### config.mk
export PLATFORM = sky130hd
export DESIGN_NAME = compare_match_system_timer_core
export DESIGN_NICKNAME = d
export VERILOG_FILES = /design/src/rtl/core/cmst_pkg.sv /design/src/rtl/core/compare_match_system_timer_core.sv
export SDC_FILE = /design/constraint.sdc
export NUM_CORES = 1
export LEC_CHECK = 0
export BUFFER_PORTS_ARGS = -buffer_cell sky130_fd_sc_hd__buf_2
export CORE_ASPECT_RATIO = 1.4
export CORE_MARGIN = 4
export CORE_UTILIZATION = 61
export CTS_CLUSTER_DIAMETER = 40
export DETAILED_ROUTE_END_ITERATION = 10
export PLACE_DENSITY = 0.83
export SLEW_MARGIN = 20
export SYNTH_ARGS = -nofsm -noshare
export SYNTH_HDL_FRONTEND = slang
export SYNTH_SLANG_ARGS = --single-unit
### constraint.sdc
create_clock -name clock -period 5.3 [get_ports clock]
set_input_delay 1.06 -clock clock [delete_from_list [all_inputs] [get_ports clock]]
set_output_delay 1.06 -clock clock [all_outputs]
set_load 0.02 [all_outputs]
### src/rtl/core/cmst_pkg.sv
// ----------------------------------------------------------------------------
// cmst_pkg
// Shared types and constants for the compare-match system timer.
// ----------------------------------------------------------------------------
`default_nettype none

package cmst_pkg;

   // Channel count limits
   localparam int MAX_CHANNELS         = 4;
   localparam int NUM_CHANNELS_DEFAULT = 4;
   localparam int IRQ_W                = 4;

   // Register map (byte offsets)
   localparam logic [11:0] OFS_STATUS = 12'h000;
   localparam logic [11:0] OFS_LOW    = 12'h004;
   localparam logic [11:0] OFS_HIGH   = 12'h008;
   localparam logic [11:0] OFS_CMP0   = 12'h00c;

   typedef enum logic [1:0] {
      ACT_TICK  = 2'd0,
      ACT_READ  = 2'd1,
      ACT_WRITE = 2'd2,
      ACT_IDLE  = 2'd3
   } action_type;

   typedef struct packed {
      action_type  action;
      logic [11:0] reg_offset;
      logic [31:0] write_data;
   } req_type;

   typedef struct packed {
      logic [31:0]      read_data;
      logic             bad_offset;
      logic [IRQ_W-1:0] irq_lines;
   } rsp_type;

endpackage

`default_nettype wire

### src/rtl/core/compare_match_system_timer_core.sv
// ----------------------------------------------------------------------------
// compare_match_system_timer_core
// Free-running 64-bit microsecond counter with compare-match channels.
// ----------------------------------------------------------------------------
//
// Each request is a tick, a bus read, a bus write or an idle step, and each
// request yields exactly one response carrying read data, a bad-offset flag
// and the current interrupt lines. While the response side does not stall,
// the block takes one request per clock and holds a sustained rate of one
// response per clock. A request passes through the request register and then
// the response register, with the counter increment, the register decode and
// all channel compares done combinationally between them. A stalled response
// holds the response register, and the request register then holds too, so
// the request side stalls only while both stages are full. Reset clears the
// counter, the compares and the match bits; no compare is made until the
// first tick or accepted write. Writes to the read-only counter words, to
// unused channels or to unmapped offsets report bad_offset and change nothing.
//
`default_nettype none

module compare_match_system_timer_core #(
   parameter int NUM_CHANNELS = cmst_pkg::NUM_CHANNELS_DEFAULT
) (
   input  wire logic              clock,
   input  wire logic              reset,
   // request channel
   input  wire logic              req_valid,
   output logic                   req_stall,
   input  wire cmst_pkg::req_type req_data,
   // response channel
   output logic                   rsp_valid,
   input  wire logic              rsp_stall,
   output cmst_pkg::rsp_type      rsp_data
);

   // Request stage
   logic              req_valid_ff, req_valid_in;
   cmst_pkg::req_type req_ff;

   // Response stage
   logic              rsp_valid_ff, rsp_valid_in;
   cmst_pkg::rsp_type rsp_ff, rsp_in;

   // Timer state
   logic [63:0]             cnt_ff, cnt_in;
   logic [31:0]             cmp_ff [NUM_CHANNELS];
   logic [31:0]             cmp_in [NUM_CHANNELS];
   logic [NUM_CHANNELS-1:0] match_ff, match_in;

   logic                    advance;
   logic                    do_cmp;
   logic [NUM_CHANNELS-1:0] cmp_hit;
   logic [31:0]             cmp_rd;

   // Request moves to the response stage when that stage is free or draining.
   assign advance      = req_valid_ff && (!rsp_valid_ff || !rsp_stall);
   assign req_stall    = req_valid_ff && !advance;
   assign req_valid_in = (req_valid && !req_stall) || (req_valid_ff && !advance);
   assign rsp_valid_in = advance || (rsp_valid_ff && rsp_stall);

   assign rsp_valid = rsp_valid_ff;
   assign rsp_data  = rsp_ff;

   // Compare offset decode and read mux, one slot per channel
   always_comb begin
      cmp_rd = '0;
      for (int i = 0; i < NUM_CHANNELS; i++) begin
         cmp_hit[i] = (req_ff.reg_offset == 12'(cmst_pkg::OFS_CMP0 + 12'(4 * i)));
         if (cmp_hit[i]) begin
            cmp_rd = cmp_rd | cmp_ff[i];
         end
      end
   end

   // Next state and response
   always_comb begin
      cnt_in   = cnt_ff;
      cmp_in   = cmp_ff;
      match_in = match_ff;
      do_cmp   = 1'b0;
      rsp_in.read_data  = '0;
      rsp_in.bad_offset = 1'b0;

      if (advance) begin
         case (req_ff.action)
            cmst_pkg::ACT_TICK: begin
               cnt_in = cnt_ff + 64'd1;
               do_cmp = 1'b1;
            end
            cmst_pkg::ACT_READ: begin
               if (req_ff.reg_offset == cmst_pkg::OFS_STATUS) begin
                  rsp_in.read_data = 32'(match_ff);
               end else if (req_ff.reg_offset == cmst_pkg::OFS_LOW) begin
                  rsp_in.read_data = cnt_ff[31:0];
               end else if (req_ff.reg_offset == cmst_pkg::OFS_HIGH) begin
                  rsp_in.read_data = cnt_ff[63:32];
               end else if (|cmp_hit) begin
                  rsp_in.read_data = cmp_rd;
               end else begin
                  rsp_in.bad_offset = 1'b1;
               end
            end
            cmst_pkg::ACT_WRITE: begin
               if (req_ff.reg_offset == cmst_pkg::OFS_STATUS) begin
                  // write one to clear
                  match_in = match_ff & ~req_ff.write_data[NUM_CHANNELS-1:0];
                  do_cmp   = 1'b1;
               end else if (|cmp_hit) begin
                  for (int i = 0; i < NUM_CHANNELS; i++) begin
                     if (cmp_hit[i]) begin
                        cmp_in[i] = req_ff.write_data;
                     end
                  end
                  do_cmp = 1'b1;
               end else begin
                  rsp_in.bad_offset = 1'b1;
               end
            end
            default: begin
               // idle step
            end
         endcase
      end

      // Compares see the updated counter and compare values
      if (do_cmp) begin
         for (int i = 0; i < NUM_CHANNELS; i++) begin
            if (cmp_in[i] == cnt_in[31:0]) begin
               match_in[i] = 1'b1;
            end
         end
      end

      rsp_in.irq_lines = cmst_pkg::IRQ_W'(match_in);
   end

   // Control and state registers
   always_ff @(posedge clock) begin
      if (reset) begin
         req_valid_ff <= 1'b0;
         rsp_valid_ff <= 1'b0;
         cnt_ff       <= '0;
         match_ff     <= '0;
         for (int i = 0; i < NUM_CHANNELS; i++) begin
            cmp_ff[i] <= '0;
         end
      end else begin
         req_valid_ff <= req_valid_in;
         rsp_valid_ff <= rsp_valid_in;
         cnt_ff       <= cnt_in;
         match_ff     <= match_in;
         cmp_ff       <= cmp_in;
      end
   end

   // Payload registers
   always_ff @(posedge clock) begin
      if (req_valid && !req_stall) begin
         req_ff <= req_data;
      end
      if (advance) begin
         rsp_ff <= rsp_in;
      end
   end

   // ------------------------------------------------------------------------
   // Assertions
   // ------------------------------------------------------------------------
   a_rsp_after_advance : assert property (@(posedge clock) disable iff (reset)
      advance |=> rsp_valid)
      else $error("response not valid after request advanced");

   a_stall_needs_item : assert property (@(posedge clock) disable iff (reset)
      !req_valid_ff |-> !req_stall)
      else $error("request stalled with empty request stage");

   a_tick_counts : assert property (@(posedge clock) disable iff (reset)
      (advance && req_ff.action == cmst_pkg::ACT_TICK) |=>
         (cnt_ff == $past(cnt_ff) + 64'd1))
      else $error("tick did not advance counter");

   a_read_keeps_match : assert property (@(posedge clock) disable iff (reset)
      (advance && req_ff.action == cmst_pkg::ACT_READ) |=>
         ($stable(match_ff) && $stable(cnt_ff)))
      else $error("read changed timer state");

   a_irq_unused_zero : assert property (@(posedge clock) disable iff (reset)
      rsp_valid |-> ((rsp_data.irq_lines >> NUM_CHANNELS) == '0))
      else $error("irq line of unused channel set");

endmodule

`default_nettype wire

Word level (Yosys, flattened, before mapping)
Index checks and enable logic that the tools add are counted.
- $add $sub $neg: 1
- multiply operators: 0
- div/mod/pow operators: 0
- order comparisons: 0
- equality and inequality tests: 12
- shift operators: 0
- multiplexer cells: 36
- bitwise operators: 6
- reduce and logical (&&, ||, !) cells: 16
- operators by type and width (operator ; number):
    two-way mux 128 bit ; 4
    two-way mux 32 bit ; 13
    == test 32 bit ; 4
    bitwise OR 32 bit ; 3
    adder 64 x 1 -> 64 bit, second input constant ; 1
    == test 12 x 5 -> 1 bit, second input constant ; 3
    == test 12 x 4 -> 1 bit, second input constant ; 2
    two-way mux 4 bit ; 5
    == test 12 x 3 -> 1 bit, second input constant ; 1
    zero test 12 bit ; 1
    two-way mux 1 bit ; 12
    AND 4 bit ; 1
    logical AND 1 bit ; 4
    zero test 1 bit ; 4
    NOT 4 bit ; 1
    one-hot mux 1 bit (2 select lines) ; 2
    OR reduction 4 bit ; 1
    logical OR 1 bit ; 3
    == test 2 x 1 -> 1 bit, second input constant ; 1
    == test 2 bit, second input constant ; 1
    zero test 2 bit ; 1
    AND reduction 2 bit ; 1
    OR reduction 2 bit ; 1
    NOT 1 bit ; 1
- flip-flop bits (word level): 281
- latch bits: 0
- bits in writable memories: 0
- bits in read-only memories: 0
- input port bits: 50
- output and inout port bits: 39
- memories: 0

Longest topological paths before layout
Gate-level depths: netlist (run 1).
- word-level depth: 12
- mapped depth: 12
- mapped depth without buffers: 11

Least setup slack after synthesis (run 1)
Ideal clock, no wire load.
- kind: input-to-reg
- start: in rsp_stall
- end: reg rsp_ff, in the netlist rsp_data[3] (data pin)
- arrival: 4.234 ns
- required time: 5.120 ns
- slack: 0.886 ns
- stages: 11
- cells stage by stage: a21bo_2 inv_1 nand4_1 nor2_1 buf_2 mux2i_1 xnor2_1 nand4_1 a2111oi_2 nand4_1 o41ai_2
- cells in the longest elaborated chain, start to end: 7
- RTL lines (element ; RTL line ; source):
    from (decl) ; compare_match_system_timer_core.sv:32 ; input wire logic rsp_stall,
    zero test 1 bit * ; compare_match_system_timer_core.sv:56 ; assign advance = req_valid_ff && (!rsp_valid_ff || !rsp_stall);
    logical OR 1 bit * ; compare_match_system_timer_core.sv:56 ;
    logical AND 1 bit * ; compare_match_system_timer_core.sv:56 ;
    via advance ; compare_match_system_timer_core.sv:50 ; logic advance;
    two-way mux 128 bit / two-way mux 32 bit (equally long branches) ; compare_match_system_timer_core.sv:84 ; if (advance) begin
    == test 32 bit ; compare_match_system_timer_core.sv:128 ; if (cmp_in[i] == cnt_in[31:0]) begin
    two-way mux 1 bit ; compare_match_system_timer_core.sv:128 ;
    two-way mux 4 bit * ; compare_match_system_timer_core.sv:126 ; if (do_cmp) begin
    via match_in[3] ; compare_match_system_timer_core.sv:48 ; logic [NUM_CHANNELS-1:0] match_ff, match_in;
    to (signal assigned) ; compare_match_system_timer_core.sv:162 ; rsp_ff <= rsp_in;
    to (decl) ; compare_match_system_timer_core.sv:42 ; cmst_pkg::rsp_type rsp_ff, rsp_in;
The timed path passes the listed nets; every way through them passes the cells marked *.
A chain may end at the register's enable or synchronous reset.

Final worst setup path (run 1)
- start: in rsp_stall
- end: reg rsp_ff, in the netlist rsp_data[0] (data pin)
- cells in the longest elaborated chain, start to end: 7
- RTL lines (element ; RTL line):
    zero test 1 bit * ; compare_match_system_timer_core.sv:56
    logical OR 1 bit * ; compare_match_system_timer_core.sv:56
    logical AND 1 bit * ; compare_match_system_timer_core.sv:56
    two-way mux 128 bit / two-way mux 32 bit (equally long branches) ; compare_match_system_timer_core.sv:84
    == test 32 bit ; compare_match_system_timer_core.sv:128
    two-way mux 1 bit ; compare_match_system_timer_core.sv:128
    two-way mux 4 bit * ; compare_match_system_timer_core.sv:126
    via match_in[0] ; compare_match_system_timer_core.sv:48
Marks and branches as above.

==> results_dict.tcl, run 1 <==
set metrics [dict create \
    finalNetCount 1396 \
    route.detailed.drc 0 \
    finalCritPeriodShare 0.7823 \
    relSlewSlack 0.2635 \
    synthMuxAreaShare 0.09984 \
    ys_warn_count 0 \
    dieArea_um2 23630 \
    layout_commonest_cell "nor2_1" \
    critPathMaxFanout 5 \
    row_count 62 \
    gp_congestion 1.015 \
    criticalPathCategory "in -> reg" \
    path_clk_slew_ns 0.06 \
    final_cell_mix "nor2_1 (201), dfxtp_1 (198), mux2i_1 (129), xnor2_1 (120)" \
    rsz0062_at_grt "no" \
    outcome "completed" \
    layout-drive-gt1-share 0.1397 \
    cpLargestDelayFamily "simple AND/OR/NAND/NOR gates" \
    diodes 0 \
    ctsHoldBuffers 0 \
    synth_top_family_by_area "simple AND/OR/NAND/NOR gates" \
    drtAntennaViolNets 0 \
    swShare 0.2225 \
    vias_per_cell 6.458 \
    hp-class "reg -> reg" \
    fmax_mhz 241.2 \
    yosys.area_share.simple 0.1600 \
    root_buffer "clkbuf_16" \
    powerDensity_nw_per_um2 315.3 \
    worstSetupStartpointType "input pin" \
    synth-xor-area-share 0.1165 \
    synth_compound_area_frac 0.09587 \
    htree_levels 2 \
    power_frac_comb 0.029 \
    max_cap_viol_count 0 \
    synth-seq-cells 281 \
    synth.distinct_cells 57 \
    cell_internal_pwr_mw 3.612 \
    cts_setup_buffers 0 \
    hpwl_um 25280 \
    critPathCaptureType "flop" \
    synthCells 1263 \
    arrival_ns 4.48 \
    clkPwrFrac 0.480 \
    port_buffers 88 \
    crit_chain "buf_2 > a21bo_2 > nor3_1 > nand4_1 > xor2_1 > xnor2_1 > nand4_1 > nor4_1 > nand3_1 > o31ai_1" \
    switchingPower_mw 1.033 \
    synth_area_per_cell_um2 10.24 \
    drt_iter0_drc 1247 \
    drv_slew 0 \
    grt_pass1_vias 10580 \
    die_w_um 131.1 \
    grt_start_max_net_pins 141 \
    r2r_slack_ns 1.18 \
    pin_count 89 \
    grt_antenna_before_repair 0 \
    grt_pass1_wl_um 57590 \
    fp.dieH_um 180.3 \
    irDropWorstVdd_mv 0.2874 \
    grt-ovfl-total 0 \
    yosys-top-cells-area "dfxtp_1 (31%), edfxtp_1 (19%), mux2i_1 (10%)" \
    seq_area_frac_synth 0.4992 \
    crit_slowest_cell "nor3_1" \
    cp_common_cell "nand4_1" \
    cts_resized 0 \
    worst_pin_slew_ns 1.105 \
    core-area_um2 20710 \
    start_util 0.6244 \
    num-fill-cells 1504 \
    synth_top_area_cell "dfxtp_1" \
    drtPass1Iterations 6 \
    wl_per_cell_um 22.83 \
    grt_use_total 0.3124 \
    p_leak_nw 4.931 \
    cts_tree "done" \
    mappedNetlistArea_um2 12930 \
    finClkSkew_ns 0.01903 \
    cpPeakStageDelay_ns 0.78 \
    cp_data_required_time_ns 5.64 \
    seqPwrFrac 0.492 \
    vias 10480 \
    cts.sink_count 281 \
    synthAdderAreaFrac 0.003870 \
    finalSetupViolations 0 \
    drt_wl_total_um 37050 \
    finalSetupTns_ns 0 \
    syn_nets 1317 \
    finalCriticalPeriod_ns 4.146 \
    clock_path_buffers 3 \
    finalPower_mw 4.645 \
    clk_latency_ns 0.51 \
    critPathBufInv 1 \
    cts_buffers 34 \
    hold_viol 0 \
    netlist.area_leader.share 0.3065 \
    syn_to_final_growth_pct 13.89 \
]
## registers in the layout (all words and copies together), names as in the netlist
signal and count:
match_ff 4, cmp_ff 128, req_ff 46, rsp_valid 1, cnt_ff 64, rsp_data 37, req_valid_ff 1
## path summary, 6_finish.rpt
| kind | start | end | depth (start not counted) |
|---|---|---|---|
| max | rsp_stall | rsp_data[0] | 10 |
| max reg2reg | req_ff[44] | rsp_data[0] | 11 |
| min | match_ff[1] | match_ff[1] | 2 |
| min reg2reg | match_ff[1] | match_ff[1] | 2 |
## area by class of cell
class / instances / area [um2] / share of cell area
clock buffer: 47 / 983.4 / 0.06676
timing repair buffer: 107 / 589.3 / 0.04001
sequential: 281 / 6456 / 0.4383
clock inverter: 14 / 107.6 / 0.007305
inverter: 10 / 37.54 / 0.002548
multi-input combinational: 908 / 6236 / 0.4233
tap: 256 / 320.3 / 0.02174
## power groups by stage
stage          Combinational [mW]  Clock (mW)  Sequential (mW)
2_1_floorplan              0.0568           0             2.34
3_3_place_gp                0.128           0             2.33
5_1_grt                     0.145        2.34             2.29
4_1_cts                     0.133        2.25             2.28
6_report                    0.133        2.23             2.28
3_5_place_dp                0.132           0             2.33
## cell usage after synthesis, drive strengths merged
| library cell | n |
|---|---|
| nor2 | 209 |
| dfxtp | 198 |
| mux2i | 129 |
| xnor2 | 120 |
| a22oi | 87 |
| edfxtp | 83 |
| xor2 | 52 |
| nand2 | 51 |
| clkbuf | 47 |
| nand4 | 37 |
| nand3 | 34 |
| a31oi | 28 |
| nor3 | 23 |
| o21ai | 19 |
| nor4 | 18 |
| or3 | 18 |
| a21oi | 17 |
| buf | 17 |
| and3 | 11 |
| inv | 10 |
| a222oi | 5 |
| and4 | 5 |
| a21boi | 4 |
| ha | 4 |
| nor2b | 4 |
| or2 | 4 |
| or4 | 4 |
| a2111oi | 3 |
| and2 | 3 |
| nand2b | 2 |
| nand3b | 2 |
| nor4b | 2 |
| o22ai | 2 |
| o31ai | 2 |
| a21bo | 1 |
| a21o | 1 |
| a2bb2oi | 1 |
| a41oi | 1 |
| o2111ai | 1 |
| o211ai | 1 |
| o21a | 1 |
| o31a | 1 |
| o41ai | 1 |
## stage by stage
stage	worst slack (ns)	util	hold WS (ns)	instance area [um2]	cells
2_1_floorplan	0.8858	-	0.4423	12930	1263
3_3_place_gp	0.8008	0.6583	0.4564	13630	1562
3_5_place_dp	0.7658	0.6585	0.4811	13640	1562
4_1_cts	1.269	0.7112	0.4922	14730	1623
5_1_grt	1.104	0.7112	0.5337	14730	1623
6_report	1.154	0.7112	0.5026	14730	1623
## logic make-up after synthesis
logic type / Yosys count
simple gates: 427
mux: 129
flops: 281
buf+inv: 74
compound gates: 176
fa+ha+maj: 4
xor+xnor: 172
## worst min-delay path: stages, from the launching register on
cell     delay [ns]
dfxtp_1        0.31
nand2_1        0.08
a21oi_1        0.06
## routing by layer
metal / vias up / part of all wire / track usage
li1: 4701 / - / -
met1: 5107 / 0.37 / 0.3749
met2: 535 / 0.50 / 0.5277
met3: 139 / 0.076 / 0.05605
met4: 0 / 0.052 / 0.1581
met5: - / 0 / 0
No activity file was read; power rests on OpenSTA's default activity.
==> run 2, diff against run 1 <==
==> constraint.sdc (replaced) <==
create_clock -name clock -period 4 [get_ports clock]
set_input_delay 0.8 -clock clock [delete_from_list [all_inputs] [get_ports clock]]
set_output_delay 0.8 -clock clock [all_outputs]
set_load 0.02 [all_outputs]
==> run 2 against run 1 <==
Clock skew shrank 0.0082 ns. Setup slack got worse by 0.94 ns. Final cell count rose by 2.1%. Utilization increased by 1.6 points. Critical path depth unchanged. Total power is 35% higher. Critical endpoint is now rsp_data[3]. Die area did not move. Clock power grew 37%. Critical path type is now reg -> reg. Register-to-register slack worse by 0.96 ns. Via count rose by 1.3%.
==> results_dict.tcl, run 2 (same netlist as run 1, synthesis figures left out) <==
set metrics [dict create \
    outcome "completed" \
    drtPass1Iterations 6 \
    cts_setup_buffers 0 \
    layout_commonest_cell "nor2_1" \
    fmax_mhz 264.4 \
    cts_tree "done" \
    r2r_slack_ns 0.22 \
    crit_chain "nor4b_1 > nand4_1 > nor2_4 > buf_12 > mux2i_1 > xnor2_1 > nand4_1 > a2111oi_2 > nand4_1 > o41ai_2" \
    cp_data_required_time_ns 4.31 \
    r2r-start "req_ff[36]" \
    dieArea_um2 23630 \
    core-area_um2 20710 \
    worst_pin_slew_ns 0.7874 \
    grt_antenna_before_repair 0 \
    critPathMaxFanout 32 \
    hp-start "req_data[0]" \
    start_util 0.6244 \
    die_w_um 131.1 \
    drt_wl_total_um 37180 \
    finalPower_mw 6.250 \
    diodes 0 \
    fp.dieH_um 180.3 \
    arrival_ns 4.10 \
    cp_common_cell "nand4_1" \
    startpoint "req_ff[36]" \
    grt-ovfl-total 0 \
    crit_slowest_cell "nor4b_1" \
    holdPathStages 1 \
    finalNetCount 1432 \
    route.detailed.drc 0 \
    syn_to_final_growth_pct 16.41 \
    pin_count 89 \
    rsz0062_at_grt "no" \
    gp_congestion 0.9762 \
    largest_reg_flops 128 \
    row_count 62 \
    drt_iter0_drc 1093 \
    drtAntennaViolNets 0 \
    irDropWorstVdd_mv 0.3582 \
    finClkSkew_ns 0.01088 \
    clk_latency_ns 0.51 \
    cts_buffers 34 \
    wl_per_cell_um 22.44 \
    layout-drive-gt1-share 0.1627 \
    finalCritPeriodShare 0.9457 \
    grt_start_max_net_pins 97 \
    hold_viol 0 \
    clock_path_buffers 3 \
    htree_levels 2 \
    setup.worst_path.end "rsp_data[3]" \
    cpPeakStageDelay_ns 0.56 \
    cts.sink_count 281 \
    hp-class "in -> reg" \
    hold_ws_ns 0.4615 \
    r2r_end "rsp_data[3]" \
    critPathCaptureType "flop" \
    final_cell_mix "nor2_1 (201), dfxtp_1 (198), mux2i_1 (129), xnor2_1 (120)" \
    largestRegisters "cmp_ff (128), cnt_ff (64), req_ff (46)" \
    vias_per_cell 6.409 \
    drv_slew 0 \
    p_leak_nw 5.111 \
    cts_resized 0 \
    finalCriticalPeriod_ns 3.783 \
    vias 10620 \
    ctsHoldBuffers 0 \
    max_cap_viol_count 0 \
    port_buffers 88 \
    grt_pass1_wl_um 58560 \
    grt_use_total 0.3156 \
    grt_pass1_vias 10940 \
    largest_register "cmp_ff" \
    finalSetupViolations 0 \
    worstSetupStartpointType "flop" \
    hpwl_um 26030 \
    criticalPathCategory "reg -> reg" \
    powerDensity_nw_per_um2 415.1 \
    relSlewSlack 0.4750 \
    path_clk_slew_ns 0.06 \
    reg2regPathDepth 10 \
    root_buffer "clkbuf_16" \
]
run 2: report_power, final:
part | switching [mW] | internal (mW) | total, mW
combinational | 0.124 | 0.0551 | 0.179
clock | 1.22 | 1.83 | 3.05
sequential | 0.0373 | 2.98 | 3.02
total | 1.38 | 4.87 | 6.25
run 2: final cells by class:
cell class / instances / area (um2)
clock buffers: 44 / 952.2
clock inverters: 15 / 162.7
fillers: 1471 / 5657
inverters: 10 / 41.29
multi-input cells: 908 / 6213
flip-flops and latches: 281 / 6456
well taps: 256 / 320.3
repair buffers: 143 / 909.6
run 2: worst min-delay path by stage:
stage / endpoint / slack (ns)
floorplan: rsp_valid / 0.44
detailed placement: rsp_valid / 0.47
global route: req_ff[14] / 0.46
global placement: rsp_valid / 0.46
finish: req_ff[0] / 0.46
CTS: req_ff[8] / 0.45
run 2: per-layer routing:
| layer | share of wire | track usage |
|---|---|---|
| met2 | 0.50 | 0.5234 |
| met4 | 0.065 | 0.1779 |
| met1 | 0.37 | 0.3842 |
| met5 | 0 | 0 |
| met3 | 0.070 | 0.04893 |
run 2: per-stage QoR:
stage / std cells / util / setup WS [ns] / cell area (um2) / setup TNS, ns
floorplan: 1263 / - / 0.2311 / 12940 / 0
global placement: 1598 / 0.6731 / -0.07443 / 13940 / -0.09160
detailed placement: 1598 / 0.6731 / -0.05828 / 13940 / -0.06761
CTS: 1657 / 0.7269 / 0.2746 / 15060 / 0
global route: 1657 / 0.7269 / 0.09389 / 15060 / 0
finish: 1657 / 0.7269 / 0.2173 / 15060 / 0
run 2: critical path, delay by kind of cell (launching register included):
| family | cells | cell delay (ns) |
|---|---|---|
| buffers and inverters | 1 | 0.26 |
| XOR/XNOR | 1 | 0.20 |
| multiplexers | 1 | 0.48 |
| AND/OR/NAND/NOR | 5 | 1.40 |
| AO/OA/AOI/OAI | 2 | 0.76 |
| flip-flops | 1 | 0.44 |
==> run 3, diff against run 2 <==
--- a/config.mk
+++ b/config.mk
@@ -8,10 +8,10 @@
 export BUFFER_PORTS_ARGS = -buffer_cell sky130_fd_sc_hd__buf_2
 export CORE_ASPECT_RATIO = 1.4
 export CORE_MARGIN = 4
-export CORE_UTILIZATION = 61
+export CORE_UTILIZATION = 55
 export CTS_CLUSTER_DIAMETER = 40
 export DETAILED_ROUTE_END_ITERATION = 10
-export PLACE_DENSITY = 0.83
+export PLACE_DENSITY = 0.74
 export SLEW_MARGIN = 20
 export SYNTH_ARGS = -nofsm -noshare
 export SYNTH_HDL_FRONTEND = slang
==> constraint.sdc (replaced) <==
create_clock -name clock -period 4.9 [get_ports clock]
set_input_delay 0.98 -clock clock [delete_from_list [all_inputs] [get_ports clock]]
set_output_delay 0.98 -clock clock [all_outputs]
set_load 0.02 [all_outputs]
==> run 3 against run 2 <==
First-iteration DRC count decreased by 12%. Global-route usage decreased by 3.3 points. Fmax decreased by 6.8%. Hold slack improved by 0.025 ns. Setup slack improved by 0.62 ns. Critical endpoint is now rsp_data[0]. Register-to-register slack improved by 0.62 ns. Wire length about the same. Sequential power decreased by 18%. Non-clock buffer count decreased by 29. Clock-buffer cell count increased by 1.
==> results_dict.tcl, run 3 (same netlist as run 1, synthesis figures left out) <==
set metrics [dict create \
    finClkSkew_ns 0.01522 \
    path_clk_slew_ns 0.06 \
    layout-drive-gt1-share 0.1420 \
    diodes 0 \
    drtAntennaViolNets 0 \
    num-fill-cells 1876 \
    cts_resized 0 \
    vias 10270 \
    grt_pass1_vias 10230 \
    hp-class "reg -> reg" \
    cp_data_required_time_ns 5.27 \
    clk_latency_ns 0.54 \
    final_cell_area_um2 14810 \
    use_met1 0.3426 \
    cts_buffers 29 \
    fp.dieH_um 189.4 \
    cpLargestDelayFamily "simple AND/OR/NAND/NOR gates" \
    critPathCaptureType "flop" \
    grt_pass1_wl_um 56700 \
    crit_chain "inv_1 > ha_1 > inv_1 > nor3_1 > nand4_1 > xor2_1 > xnor2_1 > nand4_1 > nor4_1 > nand3_1 > o31ai_1" \
    cts.sink_count 281 \
    dp_cells 1618 \
    finalCritPeriodShare 0.8283 \
    htree_levels 1 \
    arrival_ns 4.42 \
    final_cells 1672 \
    fin_ws_ns 0.8413 \
    critPathMaxFanout 5 \
    hold_ws_ns 0.4868 \
    root_buffer "clkbuf_16" \
    relSlewSlack 0.2119 \
    core-area_um2 23200 \
    cpPeakStageDelay_ns 0.80 \
    drtPass1Iterations 6 \
    criticalPathCategory "reg -> reg" \
    hpwl_um 25910 \
    irDropWorstVdd_mv 0.3940 \
    final_cell_mix "nor2_1 (201), dfxtp_1 (198), mux2i_1 (129), xnor2_1 (120)" \
    largest_reg_flops 128 \
    top_usage_layer "met2" \
    worstSetupStartpointType "flop" \
    dp_slack_ns 0.5143 \
    finalPower_mw 4.895 \
    max_cap_viol_count 0 \
    powerDensity_nw_per_um2 330.6 \
    vias_per_cell 6.143 \
    drt_iter0_drc 960 \
    drv_slew 0 \
    cts_tree "done" \
    die_w_um 137.6 \
    gp_congestion 0.9578 \
    port_buffers 88 \
    wl_per_cell_um 22.22 \
    dieArea_um2 26070 \
    crit_slowest_cell "nor3_1" \
    finalCriticalPeriod_ns 4.059 \
    post-route-util 0.6380 \
    grt_use_total 0.2825 \
    hold_viol 0 \
    grt_antenna_before_repair 0 \
    critPathBufInv 2 \
    largest_register "cmp_ff" \
    layout_commonest_cell "nor2_1" \
    worst_pin_slew_ns 1.181 \
    outcome "completed" \
    p_leak_nw 4.942 \
    pin_count 89 \
    fmax_mhz 246.4 \
    ctsHoldBuffers 0 \
    finalSetupViolations 0 \
    rsz0062_at_grt "no" \
    grtUsageMet2 0.4859 \
    drt_wl_total_um 37160 \
    placed_cell_area_um2 13760 \
    syn_to_final_growth_pct 14.47 \
    largestRegisters "cmp_ff (128), cnt_ff (64), req_ff (46)" \
    clock_path_buffers 3 \
    grt_start_max_net_pins 130 \
    finalNetCount 1398 \
    start_util 0.5574 \
    finalSetupTns_ns 0 \
    grt-ovfl-total 0 \
    row_count 66 \
    gr-usage-met3 0.04014 \
    route.detailed.drc 0 \
    cts_setup_buffers 0 \
]
run 3: final cells by class:
| class | instances | area (um2) | share of cell area |
|---|---|---|---|
| Timing Repair Buffer | 114 | 679.4 | 0.04589 |
| Sequential cell | 281 | 6456 | 0.4361 |
| Inverter | 10 | 37.54 | 0.002535 |
| Clock inverter | 8 | 77.57 | 0.005240 |
| Multi-Input combinational cell | 908 | 6231 | 0.4209 |
| Clock buffer | 45 | 940.9 | 0.06355 |
| Tap cell | 306 | 382.9 | 0.02586 |
run 3: final timing paths:
| check | startpoint | endpoint | slack (ns) | depth (start not counted) |
|---|---|---|---|---|
| worst min-delay path | req_valid_ff | rsp_valid | 0.49 | 2 |
| worst max register to register | req_ff[44] | rsp_data[0] | 0.84 | 11 |
| worst min register to register | req_valid_ff | rsp_valid | 0.49 | 2 |
| worst max-delay path | req_ff[44] | rsp_data[0] | 0.84 | 11 |
run 3: power breakdown:
group | total (mW) | switching, mW | internal [mW] | leakage (nW)
clock | 2.28 | 0.905 | 1.38 | 0.501
sequential | 2.47 | 0.0313 | 2.44 | 2.38
combinational | 0.147 | 0.102 | 0.0457 | 2.07
total | 4.90 | 1.04 | 3.86 | 4.94
run 3: routing by layer:
metal	vias to the layer above	wire length, um	share of wire
met5	-	0	0
met4	0	1722	0.046
met3	115	2523	0.068
met2	450	18830	0.51
met1	4987	14080	0.38
li1	4719	-	-
run 3: tightest hold or removal path, stage by stage (launching register included):
cell,delay [ns]
dfxtp_1,0.34
a21oi_1,0.04
nor2_1,0.07
